<file path="config.mk">
export PLATFORM = sky130hd
export DESIGN_NAME = gregorian_date_unit_core_flat
export DESIGN_NICKNAME = d
export VERILOG_FILES = /design/src/gdu_pkg.sv /design/src/gdu_in_if.sv /design/src/gdu_out_if.sv /design/src/gdu_div_stage.sv /design/src/gdu_leap_stage.sv /design/src/gdu_out_stage.sv /design/src/gregorian_date_unit_core.sv /design/src/flat_wrapper.sv
export SDC_FILE = /design/constraint.sdc
export NUM_CORES = 1
export LEC_CHECK = 0
export ABC_AREA = 1
export BUFFER_PORTS_ARGS = -buffer_cell sky130_fd_sc_hd__clkbuf_2
export CAP_MARGIN = 20
export CORE_MARGIN = 2
export CORE_UTILIZATION = 35
export DETAILED_ROUTE_END_ITERATION = 10
export SYNTH_ARGS = -nofsm -noshare
export SYNTH_HDL_FRONTEND = slang
export SYNTH_SLANG_ARGS = --single-unit
</file>
<file path="constraint.sdc">
create_clock -name i_clk -period 7.4 [get_ports i_clk]
set_input_delay 0.37 -clock i_clk [delete_from_list [all_inputs] [get_ports i_clk]]
set_output_delay 0.37 -clock i_clk [all_outputs]
set_load 0.1 [all_outputs]
</file>
<file path="src/gdu_pkg.sv">
// Package for the Gregorian date unit: field widths, stage payload types,
// calendar tables and the constant-divide helpers. No dependencies.
`timescale 1ns / 1ps
`default_nettype none
package gdu_pkg;

    localparam int YEAR_W  = 14;
    localparam int MONTH_W = 4;
    localparam int DAY_W   = 5;
    localparam int DN_W    = 22;
    localparam int Q100_W  = 8;   // 16383 / 100 fits in 8 bits

    localparam logic [YEAR_W-1:0]  YEAR_MAX  = 14'd9999;
    localparam logic [MONTH_W-1:0] MONTH_JAN = 4'd1;
    localparam logic [MONTH_W-1:0] MONTH_FEB = 4'd2;
    localparam logic [MONTH_W-1:0] MONTH_DEC = 4'd12;
    localparam logic [DAY_W-1:0]   DAY_FIRST = 5'd1;

    // Division by 100 as a multiply by a reciprocal: (y * 5243) >> 19 is
    // exact for every 14-bit y.
    localparam int              DIV100_SHIFT = 19;
    localparam logic [12:0]     DIV100_MUL   = 13'd5243;
    localparam logic [6:0]      HUNDRED      = 7'd100;
    localparam logic [8:0]      DAYS_YEAR    = 9'd365;

    typedef struct packed {
        logic [YEAR_W-1:0]  year;
        logic [MONTH_W-1:0] month;
        logic [DAY_W-1:0]   day;
    } t_date;

    // After stage 1: quotients by 100 of the year and the year before.
    typedef struct packed {
        t_date              date;
        logic [YEAR_W-1:0]  py;
        logic [Q100_W-1:0]  q_y;
        logic [Q100_W-1:0]  q_py;
    } t_s1;

    // After stage 2: leap flag, month length, date check, py * 365.
    typedef struct packed {
        t_date              date;
        logic [YEAR_W-1:0]  py;
        logic [Q100_W-1:0]  q_py;
        logic [DN_W-1:0]    base;
        logic               leap;
        logic [DAY_W-1:0]   len;
        logic               ok;
    } t_s2;

    typedef struct packed {
        logic               valid_res;
        logic [YEAR_W-1:0]  next_year;
        logic [MONTH_W-1:0] next_month;
        logic [DAY_W-1:0]   next_dom;
        logic [DN_W-1:0]    day_number;
    } t_res;

    function automatic logic [DAY_W-1:0] month_length(input logic [MONTH_W-1:0] m,
                                                      input logic leap);
        logic [DAY_W-1:0] n;
        case (m)
            4'd1, 4'd3, 4'd5, 4'd7, 4'd8, 4'd10, 4'd12: n = 5'd31;
            4'd4, 4'd6, 4'd9, 4'd11:                     n = 5'd30;
            4'd2:                                        n = leap ? 5'd29 : 5'd28;
            default:                                     n = 5'd0;
        endcase
        return n;
    endfunction

    // Days in the months before month m of a common year.
    function automatic logic [8:0] days_before(input logic [MONTH_W-1:0] m);
        logic [8:0] n;
        case (m)
            4'd1:    n = 9'd0;
            4'd2:    n = 9'd31;
            4'd3:    n = 9'd59;
            4'd4:    n = 9'd90;
            4'd5:    n = 9'd120;
            4'd6:    n = 9'd151;
            4'd7:    n = 9'd181;
            4'd8:    n = 9'd212;
            4'd9:    n = 9'd243;
            4'd10:   n = 9'd273;
            4'd11:   n = 9'd304;
            4'd12:   n = 9'd334;
            default: n = 9'd0;
        endcase
        return n;
    endfunction

endpackage
`default_nettype wire

</file>
<file path="src/gdu_in_if.sv">
// Request channel of the Gregorian date unit: valid, ready and one date.
// Depends on gdu_pkg.
`timescale 1ns / 1ps
`default_nettype none
interface gdu_in_if;
    import gdu_pkg::*;
    logic               valid;
    logic               ready;
    logic [YEAR_W-1:0]  year;
    logic [MONTH_W-1:0] month;
    logic [DAY_W-1:0]   day;

    modport source (output valid, year, month, day, input ready);
    modport sink   (input valid, year, month, day, output ready);
endinterface
`default_nettype wire

</file>
<file path="src/gdu_out_if.sv">
// Result channel of the Gregorian date unit: valid, ready and one result.
// Depends on gdu_pkg.
`timescale 1ns / 1ps
`default_nettype none
interface gdu_out_if;
    import gdu_pkg::*;
    logic               valid;
    logic               ready;
    logic               valid_res;
    logic [YEAR_W-1:0]  next_year;
    logic [MONTH_W-1:0] next_month;
    logic [DAY_W-1:0]   next_dom;
    logic [DN_W-1:0]    day_number;

    modport source (output valid, valid_res, next_year, next_month, next_dom, day_number,
                    input ready);
    modport sink   (input valid, valid_res, next_year, next_month, next_dom, day_number,
                    output ready);
endinterface
`default_nettype wire

</file>
<file path="src/gdu_div_stage.sv">
// Stage 1: divides the year and the year before it by 100 through
// reciprocal multipliers. Depends on gdu_pkg.
`timescale 1ns / 1ps
`default_nettype none
module gdu_div_stage (
    input  wire logic          i_clk,
    input  wire logic          i_rst_n,
    input  wire logic          i_adv,
    input  wire logic          i_valid,
    input  gdu_pkg::t_date     i_date,
    output logic               o_valid,
    output gdu_pkg::t_s1       o_data
);
    import gdu_pkg::*;

    logic                     r_valid;
    t_s1                      r_data;
    t_s1                      n_data;
    logic [YEAR_W-1:0]        py;
    logic [YEAR_W+12:0]       prod_y;
    logic [YEAR_W+12:0]       prod_py;

    always_comb begin
        py      = i_date.year - YEAR_W'(1);
        prod_y  = i_date.year * DIV100_MUL;
        prod_py = py * DIV100_MUL;
        n_data.date = i_date;
        n_data.py   = py;
        n_data.q_y  = prod_y[DIV100_SHIFT +: Q100_W];
        n_data.q_py = prod_py[DIV100_SHIFT +: Q100_W];
    end

    always_ff @(posedge i_clk) begin
        if (!i_rst_n) begin
            r_valid <= 1'b0;
        end else if (i_adv) begin
            r_valid <= i_valid;
        end
    end

    always_ff @(posedge i_clk) begin
        if (i_adv) begin
            r_data <= n_data;
        end
    end

    assign o_valid = r_valid;
    assign o_data  = r_data;
endmodule
`default_nettype wire

</file>
<file path="src/gdu_leap_stage.sv">
// Stage 2: leap-year rule, month length, date check and (year - 1) * 365.
// Depends on gdu_pkg.
`timescale 1ns / 1ps
`default_nettype none
module gdu_leap_stage (
    input  wire logic          i_clk,
    input  wire logic          i_rst_n,
    input  wire logic          i_adv,
    input  wire logic          i_valid,
    input  gdu_pkg::t_s1       i_data,
    output logic               o_valid,
    output gdu_pkg::t_s2       o_data
);
    import gdu_pkg::*;

    logic                  r_valid;
    t_s2                   r_data;
    t_s2                   n_data;
    logic [YEAR_W-1:0]     hundreds;
    logic                  cent;
    logic                  leap;
    logic [DAY_W-1:0]      len;
    logic [YEAR_W+8:0]     base_full;

    always_comb begin
        hundreds  = YEAR_W'(i_data.q_y) * YEAR_W'(HUNDRED);
        cent      = (hundreds == i_data.date.year);
        // Century years are leap only when the quotient by 100 is a multiple of 4.
        leap      = cent ? (i_data.q_y[1:0] == 2'b00) : (i_data.date.year[1:0] == 2'b00);
        len       = month_length(i_data.date.month, leap);
        base_full = i_data.py * DAYS_YEAR;
        n_data.date = i_data.date;
        n_data.py   = i_data.py;
        n_data.q_py = i_data.q_py;
        n_data.base = base_full[DN_W-1:0];
        n_data.leap = leap;
        n_data.len  = len;
        n_data.ok   = (i_data.date.year != '0) && (i_data.date.year <= YEAR_MAX)
                   && (i_data.date.month >= MONTH_JAN) && (i_data.date.month <= MONTH_DEC)
                   && (i_data.date.day >= DAY_FIRST) && (i_data.date.day <= len);
    end

    always_ff @(posedge i_clk) begin
        if (!i_rst_n) begin
            r_valid <= 1'b0;
        end else if (i_adv) begin
            r_valid <= i_valid;
        end
    end

    always_ff @(posedge i_clk) begin
        if (i_adv) begin
            r_data <= n_data;
        end
    end

    assign o_valid = r_valid;
    assign o_data  = r_data;
endmodule
`default_nettype wire

</file>
<file path="src/gdu_out_stage.sv">
// Stage 3: day-number sum and successor date, held in the output register.
// Depends on gdu_pkg.
`timescale 1ns / 1ps
`default_nettype none
module gdu_out_stage (
    input  wire logic          i_clk,
    input  wire logic          i_rst_n,
    input  wire logic          i_adv,
    input  wire logic          i_valid,
    input  gdu_pkg::t_s2       i_data,
    output logic               o_valid,
    output gdu_pkg::t_res      o_res
);
    import gdu_pkg::*;

    logic               r_valid;
    t_res               r_res;
    t_res               n_res;
    logic [DN_W:0]      dn_sum;
    logic [YEAR_W-1:0]  ny;
    logic [MONTH_W-1:0] nm;
    logic [DAY_W-1:0]   nd;

    always_comb begin
        ny = i_data.date.year;
        nm = i_data.date.month;
        nd = i_data.date.day + DAY_W'(1);
        if (i_data.date.day == i_data.len) begin
            nd = DAY_FIRST;
            if (i_data.date.month == MONTH_DEC) begin
                nm = MONTH_JAN;
                ny = i_data.date.year + YEAR_W'(1);
            end else begin
                nm = i_data.date.month + MONTH_W'(1);
            end
        end

        dn_sum = (DN_W+1)'(i_data.base)
               + (DN_W+1)'(i_data.py >> 2)
               - (DN_W+1)'(i_data.q_py)
               + (DN_W+1)'(i_data.q_py >> 2)
               + (DN_W+1)'(days_before(i_data.date.month))
               + (DN_W+1)'(i_data.date.day)
               + (DN_W+1)'(i_data.leap && (i_data.date.month > MONTH_FEB));

        if (i_data.ok) begin
            n_res.valid_res  = 1'b1;
            n_res.next_year  = ny;
            n_res.next_month = nm;
            n_res.next_dom   = nd;
            n_res.day_number = dn_sum[DN_W-1:0];
        end else begin
            n_res = '0;
        end
    end

    always_ff @(posedge i_clk) begin
        if (!i_rst_n) begin
            r_valid <= 1'b0;
        end else if (i_adv) begin
            r_valid <= i_valid;
        end
    end

    always_ff @(posedge i_clk) begin
        if (i_adv) begin
            r_res <= n_res;
        end
    end

    assign o_valid = r_valid;
    assign o_res   = r_res;
endmodule
`default_nettype wire

</file>
<file path="src/gregorian_date_unit_core.sv">
// Gregorian date unit: date check, next date and day number from 0001-01-01.
// A request passes through the division, leap and output stage registers on its way to o_res.
// Throughput: one request per cycle while o_res is ready; a stage moves whenever the stage after it is empty or moves.
// Reset: synchronous, active low; empties all three stages, no other state.
// Depends on gdu_pkg, gdu_in_if, gdu_out_if and the three stage modules.
`timescale 1ns / 1ps
`default_nettype none
module gregorian_date_unit_core (
    input  wire logic  i_clk,
    input  wire logic  i_rst_n,
    gdu_in_if.sink     i_req,
    gdu_out_if.source  o_res
);
    import gdu_pkg::*;

    t_date  in_date;
    t_s1    s1_data;
    t_s2    s2_data;
    t_res   s3_res;
    logic   s1_valid;
    logic   s2_valid;
    logic   s3_valid;
    logic   adv1;
    logic   adv2;
    logic   adv3;

    // Each stage advances when its slot is empty or the next stage advances.
    assign adv3 = !s3_valid || o_res.ready;
    assign adv2 = !s2_valid || adv3;
    assign adv1 = !s1_valid || adv2;

    assign i_req.ready   = adv1;
    assign in_date.year  = i_req.year;
    assign in_date.month = i_req.month;
    assign in_date.day   = i_req.day;

    gdu_div_stage u_div (
        .i_clk   (i_clk),
        .i_rst_n (i_rst_n),
        .i_adv   (adv1),
        .i_valid (i_req.valid),
        .i_date  (in_date),
        .o_valid (s1_valid),
        .o_data  (s1_data)
    );

    gdu_leap_stage u_leap (
        .i_clk   (i_clk),
        .i_rst_n (i_rst_n),
        .i_adv   (adv2),
        .i_valid (s1_valid),
        .i_data  (s1_data),
        .o_valid (s2_valid),
        .o_data  (s2_data)
    );

    gdu_out_stage u_out (
        .i_clk   (i_clk),
        .i_rst_n (i_rst_n),
        .i_adv   (adv3),
        .i_valid (s2_valid),
        .i_data  (s2_data),
        .o_valid (s3_valid),
        .o_res   (s3_res)
    );

    assign o_res.valid      = s3_valid;
    assign o_res.valid_res  = s3_res.valid_res;
    assign o_res.next_year  = s3_res.next_year;
    assign o_res.next_month = s3_res.next_month;
    assign o_res.next_dom   = s3_res.next_dom;
    assign o_res.day_number = s3_res.day_number;

`ifndef SYNTHESIS
    a_invalid_zero: assert property (@(posedge i_clk) disable iff (!i_rst_n)
        (o_res.valid && !o_res.valid_res) |->
        (o_res.next_year == '0 && o_res.next_month == '0 && o_res.next_dom == '0
         && o_res.day_number == '0))
        else $error("invalid date result carries nonzero fields");

    a_next_in_range: assert property (@(posedge i_clk) disable iff (!i_rst_n)
        (o_res.valid && o_res.valid_res) |->
        (o_res.next_month >= MONTH_JAN && o_res.next_month <= MONTH_DEC
         && o_res.next_dom >= DAY_FIRST && o_res.day_number != '0))
        else $error("valid result out of range");

    a_stall_only_when_full: assert property (@(posedge i_clk) disable iff (!i_rst_n)
        !i_req.ready |-> (s1_valid && s2_valid && s3_valid && !o_res.ready))
        else $error("request stalled with a free pipeline slot");

    a_reset_empty: assert property (@(posedge i_clk)
        !$past(i_rst_n) |-> !o_res.valid)
        else $error("result valid right after reset");
`endif
endmodule
`default_nettype wire

</file>
<file path="src/flat_wrapper.sv">
// flat-port wrapper written by rule: the top's interface ports become plain ports
module gregorian_date_unit_core_flat import gdu_pkg::*;
  (i_clk, i_rst_n, i_req_valid, i_req_year, i_req_month, i_req_day, i_req_ready, o_res_valid, o_res_valid_res, o_res_next_year, o_res_next_month, o_res_next_dom, o_res_day_number, o_res_ready);
  gdu_in_if i_req_i ();
  gdu_out_if o_res_i ();
  input  wire logic i_clk;
  input  wire logic i_rst_n;
  input wire logic [$bits(i_req_i.valid)-1:0] i_req_valid;
  input wire logic [$bits(i_req_i.year)-1:0] i_req_year;
  input wire logic [$bits(i_req_i.month)-1:0] i_req_month;
  input wire logic [$bits(i_req_i.day)-1:0] i_req_day;
  output wire logic [$bits(i_req_i.ready)-1:0] i_req_ready;
  output wire logic [$bits(o_res_i.valid)-1:0] o_res_valid;
  output wire logic [$bits(o_res_i.valid_res)-1:0] o_res_valid_res;
  output wire logic [$bits(o_res_i.next_year)-1:0] o_res_next_year;
  output wire logic [$bits(o_res_i.next_month)-1:0] o_res_next_month;
  output wire logic [$bits(o_res_i.next_dom)-1:0] o_res_next_dom;
  output wire logic [$bits(o_res_i.day_number)-1:0] o_res_day_number;
  input wire logic [$bits(o_res_i.ready)-1:0] o_res_ready;
  assign i_req_i.valid = i_req_valid;
  assign i_req_i.year = i_req_year;
  assign i_req_i.month = i_req_month;
  assign i_req_i.day = i_req_day;
  assign i_req_ready = i_req_i.ready;
  assign o_res_valid = o_res_i.valid;
  assign o_res_valid_res = o_res_i.valid_res;
  assign o_res_next_year = o_res_i.next_year;
  assign o_res_next_month = o_res_i.next_month;
  assign o_res_next_dom = o_res_i.next_dom;
  assign o_res_day_number = o_res_i.day_number;
  assign o_res_i.ready = o_res_ready;
  gregorian_date_unit_core u_core (.i_clk(i_clk), .i_rst_n(i_rst_n), .i_req(i_req_i), .o_res(o_res_i));
endmodule
</file>
## Word-level counts from Yosys, hierarchy flattened

Memory sizes are Yosys's and may differ from the RTL's. A register that Yosys moved wholly into a read port is not among the register bits.
Index checks and enable logic that the tools add are counted.

| word-level totals | value |
|---|---|
| flip-flop bits (word level) | 176 |
| output and inout bits | 48 |
| bits of input ports | 27 |
| ROM bits | 144 |
| word-level logic and storage cells | 89 |
| memories | 1 |

Memory list:

| name | depth | bits a word | rd ports | clocked after Yosys merged registers in | wr ports | RTL line | text |
|---|---|---|---|---|---|---|---|
| (no name shown) | 16 | 9 | 1 | 1 | 0 | gdu_pkg.sv:74 | `case (m)` |

| operators by class | value |
|---|---|
| bitwise logic cells | 1 |
| eq/ne operators | 15 |
| $mul | 4 |
| $lt $le $gt $ge | 6 |
| multiplexer cells | 10 |
| add/subtract/negate cells | 10 |
| reduce and logical (&&, ||, !) cells | 18 |

Operator list:

| cell | number |
|---|---|
| 14-bit by 13-bit multiplier with 27-bit output, second input constant | 2 |
| 46-bit two-way mux | 1 |
| 14-bit two-way mux | 2 |
| 4-bit equality test, second input constant | 6 |
| 22-bit by 1-bit adder with 22-bit output | 1 |
| 22-bit by 12-bit adder with 22-bit output | 1 |
| 22-bit by 5-bit adder with 22-bit output | 1 |
| 22-bit by 6-bit adder with 22-bit output | 1 |
| 22-bit by 9-bit adder with 22-bit output | 1 |
| 14-bit by 9-bit multiplier with 22-bit output, second input constant | 1 |
| 22-bit by 8-bit subtractor with 22-bit output | 1 |
| 4-bit by 3-bit equality test with 1-bit output, second input constant | 4 |
| 5-bit one-hot mux with 3 select lines | 1 |
| 14-bit by 1-bit adder with 14-bit output, second input constant | 1 |
| 14-bit equality test | 1 |
| 14-bit less-or-equal comparator, second input constant | 1 |
| 14-bit nonzero test | 1 |
| 14-bit by 1-bit subtractor with 14-bit output, second input constant | 1 |
| 8-bit by 5-bit multiplier with 12-bit output, second input constant | 1 |
| 4-bit two-way mux | 3 |
| 4-bit by 2-bit equality test with 1-bit output, second input constant | 2 |
| 7-bit OR reduction | 1 |
| 1-bit logical AND | 6 |
| 5-bit by 1-bit adder with 5-bit output, second input constant | 1 |
| other kinds (16) | 22 |

## Depth between registers and ports, before layout

| logic depth | value |
|---|---|
| depth after elaboration | 7 |
| gate-level depth with buffers | 35 |
| gate-level depth less buffers | 35 |

## Cells and area by module

A second synthesis with hierarchy kept.

| unflattened totals | value |
|---|---|
| cell total of the unflattened synthesis | 2326 |
| area, all modules | 20638.5 um^2 |

By module, submodules not included:

| module | instances | cells an instance | area each (um^2) | seq. area each (um^2) |
|---|---|---|---|---|
| gdu_div_stage | 1 | 1127 | 9905.8 | 1611.5 |
| gdu_leap_stage | 1 | 519 | 5579.1 | 2122.0 |
| gdu_out_stage | 1 | 676 | 5134.9 | 1401.3 |
| gregorian_date_unit_core | 1 | 4 | 18.8 | 0.0 |

## Least setup slack after synthesis

OpenSTA, ideal clock, no wires.

| timing path | value |
|---|---|
| kind | input to register |
| from | input port i_req_year[1] |
| to | register u_core.u_div.r_data (netlist bit u_core.u_div.o_data[3]), data pin |
| library setup time | 0.260 ns |
| required time | 7.140 ns |
| path buffers | 0 |
| slack | 1.841 ns |
| stages on the path | 27 |
| arrival time | 5.299 ns |
| cells stage by stage | inv_1 ha_1 nand2_1 nand2_1 nand2_1 nand3_2 nand2_1 nand2_1 inv_1 nand2_1 nor2_1 xor2_1 inv_1 fa_1 ha_1 fa_1 inv_1 fa_1 fa_1 inv_1 ha_1 a21oi_1 a21boi_0 nor2_1 nor2_1 nand3_1 xor2_1 |

| on the way | value |
|---|---|
| longest elaborated chain between the ends | 2 |

RTL lines:

| element | RTL line | text |
|---|---|---|
| start, declared | flat_wrapper.sv:9 | `input wire logic [$bits(i_req_i.year)-1:0] i_req_year;` |
| 14-bit by 1-bit subtractor with 14-bit output | gdu_div_stage.sv:24 | `py = i_date.year - YEAR_W'(1);` |
| net u_core.u_div.py[13] | gdu_div_stage.sv:19 | `logic [YEAR_W-1:0] py;` |
| 14-bit by 13-bit multiplier with 27-bit output | gdu_div_stage.sv:26 | `prod_py = py * DIV100_MUL;` |
| net u_core.u_div.prod_py[22] | gdu_div_stage.sv:21 | `logic [YEAR_W+12:0] prod_py;` |
| end signal, assigned | gdu_div_stage.sv:43 | `r_data <= n_data;` |
| end, declared | gdu_div_stage.sv:17 | `t_s1 r_data;` |

The timed path passes the listed nets, and every way through them passes these cells.
A chain may end at the register's enable or synchronous reset.

## Final worst setup path

| timing path | value |
|---|---|
| from | input port i_req_year[1] |
| to | register u_core.u_div.r_data (netlist bit u_core.u_div.o_data[5]), data pin |

Same word-level chain as after synthesis.

==> impl_metrics.json <==
{
  "outcome": "finished, final reports clean",
  "dieArea_sq_mm": 0.0605,
  "fmax_ghz": 0.168,
  "yosys_most_used_dff": "edfxtp_1",
  "synth_mux_area_frac": 0,
  "post-route-util": 0.387,
  "synth_cell_types": 47,
  "cp-end-kind": "flip-flop",
  "rsz0062_at_grt": "no",
  "hp-class": "in2reg",
  "synthTopCellsByArea": "edfxtp_1 (25%), ha_1 (22%), fa_1 (19%), inv_1 (10%), nand2_1 (6.7%)",
  "gr-total-overflow": 0,
  "die_w_um": 246,
  "drive_above_1_share": 0.0543,
  "holdBufCountCts": 0,
  "synth_commonest_cells": "inv_1 (558), nand2_1 (367), ha_1 (357)",
  "drtIter0Drc": 677,
  "finClkSkew_ps": 12.4,
  "clock-sinks": 181,
  "critPathBufInv": 6,
  "drc": 0,
  "post-cts-setup-buffers": 0,
  "track_usage": 0.161,
  "synth.top_cell.area_share": 0.248,
  "crit_path_start_kind": "input pin",
  "synth_top_family_by_area": "adder cells",
  "cts_root_buffer": "clkbuf_16",
  "grt_pass1_wl_um": 76900,
  "antenna_found_initial": 1,
  "wl_per_cell_um": 14.9,
  "slew_violations": 0,
  "gp_congestion": 0.890,
  "crit_top_cell": "nand2_1",
  "clk_pin_slew_ps": 80,
  "crit_path_top_delay_cell": "fa_1",
  "ant_nets": 0,
  "placed_area_sq_mm": 0.0218,
  "cts_tree": "yes",
  "core.rowCount": 88,
  "drt_wl_total_um": 46600,
  "dpl.cell_count": 3091,
  "yosysTopAreaCell": "edfxtp_1",
  "diodes": 0,
  "coreArea_sq_mm": 0.0578,
  "stdcell_count": 3123,
  "dr.pass1.iters": 5,
  "worst_pin_slew_ps": 947,
  "start_util": 0.354,
  "num-nets-final": 2926,
  "crit_family": "adder cells",
  "synthXorXnorAreaFrac": 0.0256,
  "worstSetupPathType": "in2reg",
  "slowest_delay_ps": 550,
  "yosysMostFrequentCell": "inv_1",
  "yosys_warnings": 0,
  "ctsLongestPathBuffers": 2,
  "synth-seq-area-share": 0.260,
  "grt_max_degree": 73,
  "worstPathRequired_ps": 7610,
  "maxCapViolCount": 0,
  "synthSimpleGateAreaFrac": 0.134,
  "htree_levels": 4,
  "io_buffers": 74,
  "worstPathArrival_ps": 6160,
  "syn_inst": 2256,
  "post-route-period-util": 0.804,
  "synth_fa_ha_area_frac": 0.411,
  "hpwl_um": 40700,
  "io_pins": 75,
  "vias": 14700,
  "hold_viol": 0,
  "syn_area_sq_mm": 0.0205,
  "viasPerCell": 4.72,
  "relSlewSlack": 0.368,
  "ys_ff_latch": 181,
  "area_delta_synth_final_pct": 9.24,
  "synth_edf_count": 169,
  "clock_latency_ps": 450,
  "crit_fanout": 8,
  "cts_resized": 0,
  "async_flop_share": 0,
  "grt_pass1_vias": 15200,
  "avgSynthCellArea_sq_um": 9.08,
  "die_y_um": 246,
  "fin_setup_tns_ps": 0,
  "design_area_sq_mm": 0.0224,
  "syn-num-nets": 2837,
  "setup_violations": 0,
  "cts_buffers": 17,
  "synth_compound_area_frac": 0.0656,
  "fin_crit_ps": 5950
}
## through the flow
step / hold WS, ps / worst slack [ps]
after floorplan: 400 / 1840
after global placement: 468 / 1070
after detailed placement: 477 / 1020
after CTS: 116 / 1490
after global routing: 111 / 996
final: 129 / 1450
## per-layer routing
metal	vias to the layer above	global-route usage	part of all wire
met3	46	0.0194	0.037
met5	-	0	0.00024
met4	2	0.0394	0.016
met2	261	0.266	0.47
met1	7065	0.222	0.48
li1	7362	-	-
## cells in the final DEF (no fill, tap or decap), types with 5 or more instances in the layout
cell	count
nor2_1	138
nand3_1	79
a21boi_0	7
clkbuf_2	74
a21oi_1	112
clkbuf_16	17
xnor2_1	14
nand2_1	366
edfxtp_1	169
xor2_1	44
inv_1	558
a31oi_1	5
o21bai_1	5
dfxtp_1	12
nor3_1	22
nand4_1	29
o21ai_0	66
fa_1	197
ha_1	357
o21a_1	10
a21o_1	14
## cells by family after synthesis
family / after synthesis
compound gates: 237
xor+xnor: 59
fa+ha+maj: 554
buf+inv: 569
flops: 181
simple gates: 656
## cell type report
type | count | area [sq um]
timing repair buffer | 76 | 385
clock inverter | 13 | 141
clock buffer | 19 | 433
sequential | 181 | 5320
fill | 5832 | 35400
tap | 765 | 957
multi-input combinational | 1506 | 13000
inverter | 563 | 2110
## worst paths after layout
path | from | to | slack [ps] | cells past startpoint
max | i_req_year[1] | u_core.u_div.o_data[5] | 1450 | 30
min | i_req_month[1] | u_core.u_div.o_data[36] | 130 | 1
max reg2reg | u_core.u_div.o_data[24] | u_core.u_leap.o_data[26] | 3170 | 13
min reg2reg | u_core.u_div.o_valid | u_core.u_leap.o_valid | 490 | 1
## registers in the layout, indices dropped and copies added (netlist names), named ones only
register	cells
u_core.u_leap.o_data	70
u_core.u_div.o_data	53
u_core.u_out.o_res	46
u_core.u_out.o_valid	1
u_core.u_div.o_valid	1
u_core.u_leap.o_valid	1
Power is left out: the tool's default activity adds up to more than one toggle a clock period on the data nets, which glitch-free logic cannot reach.
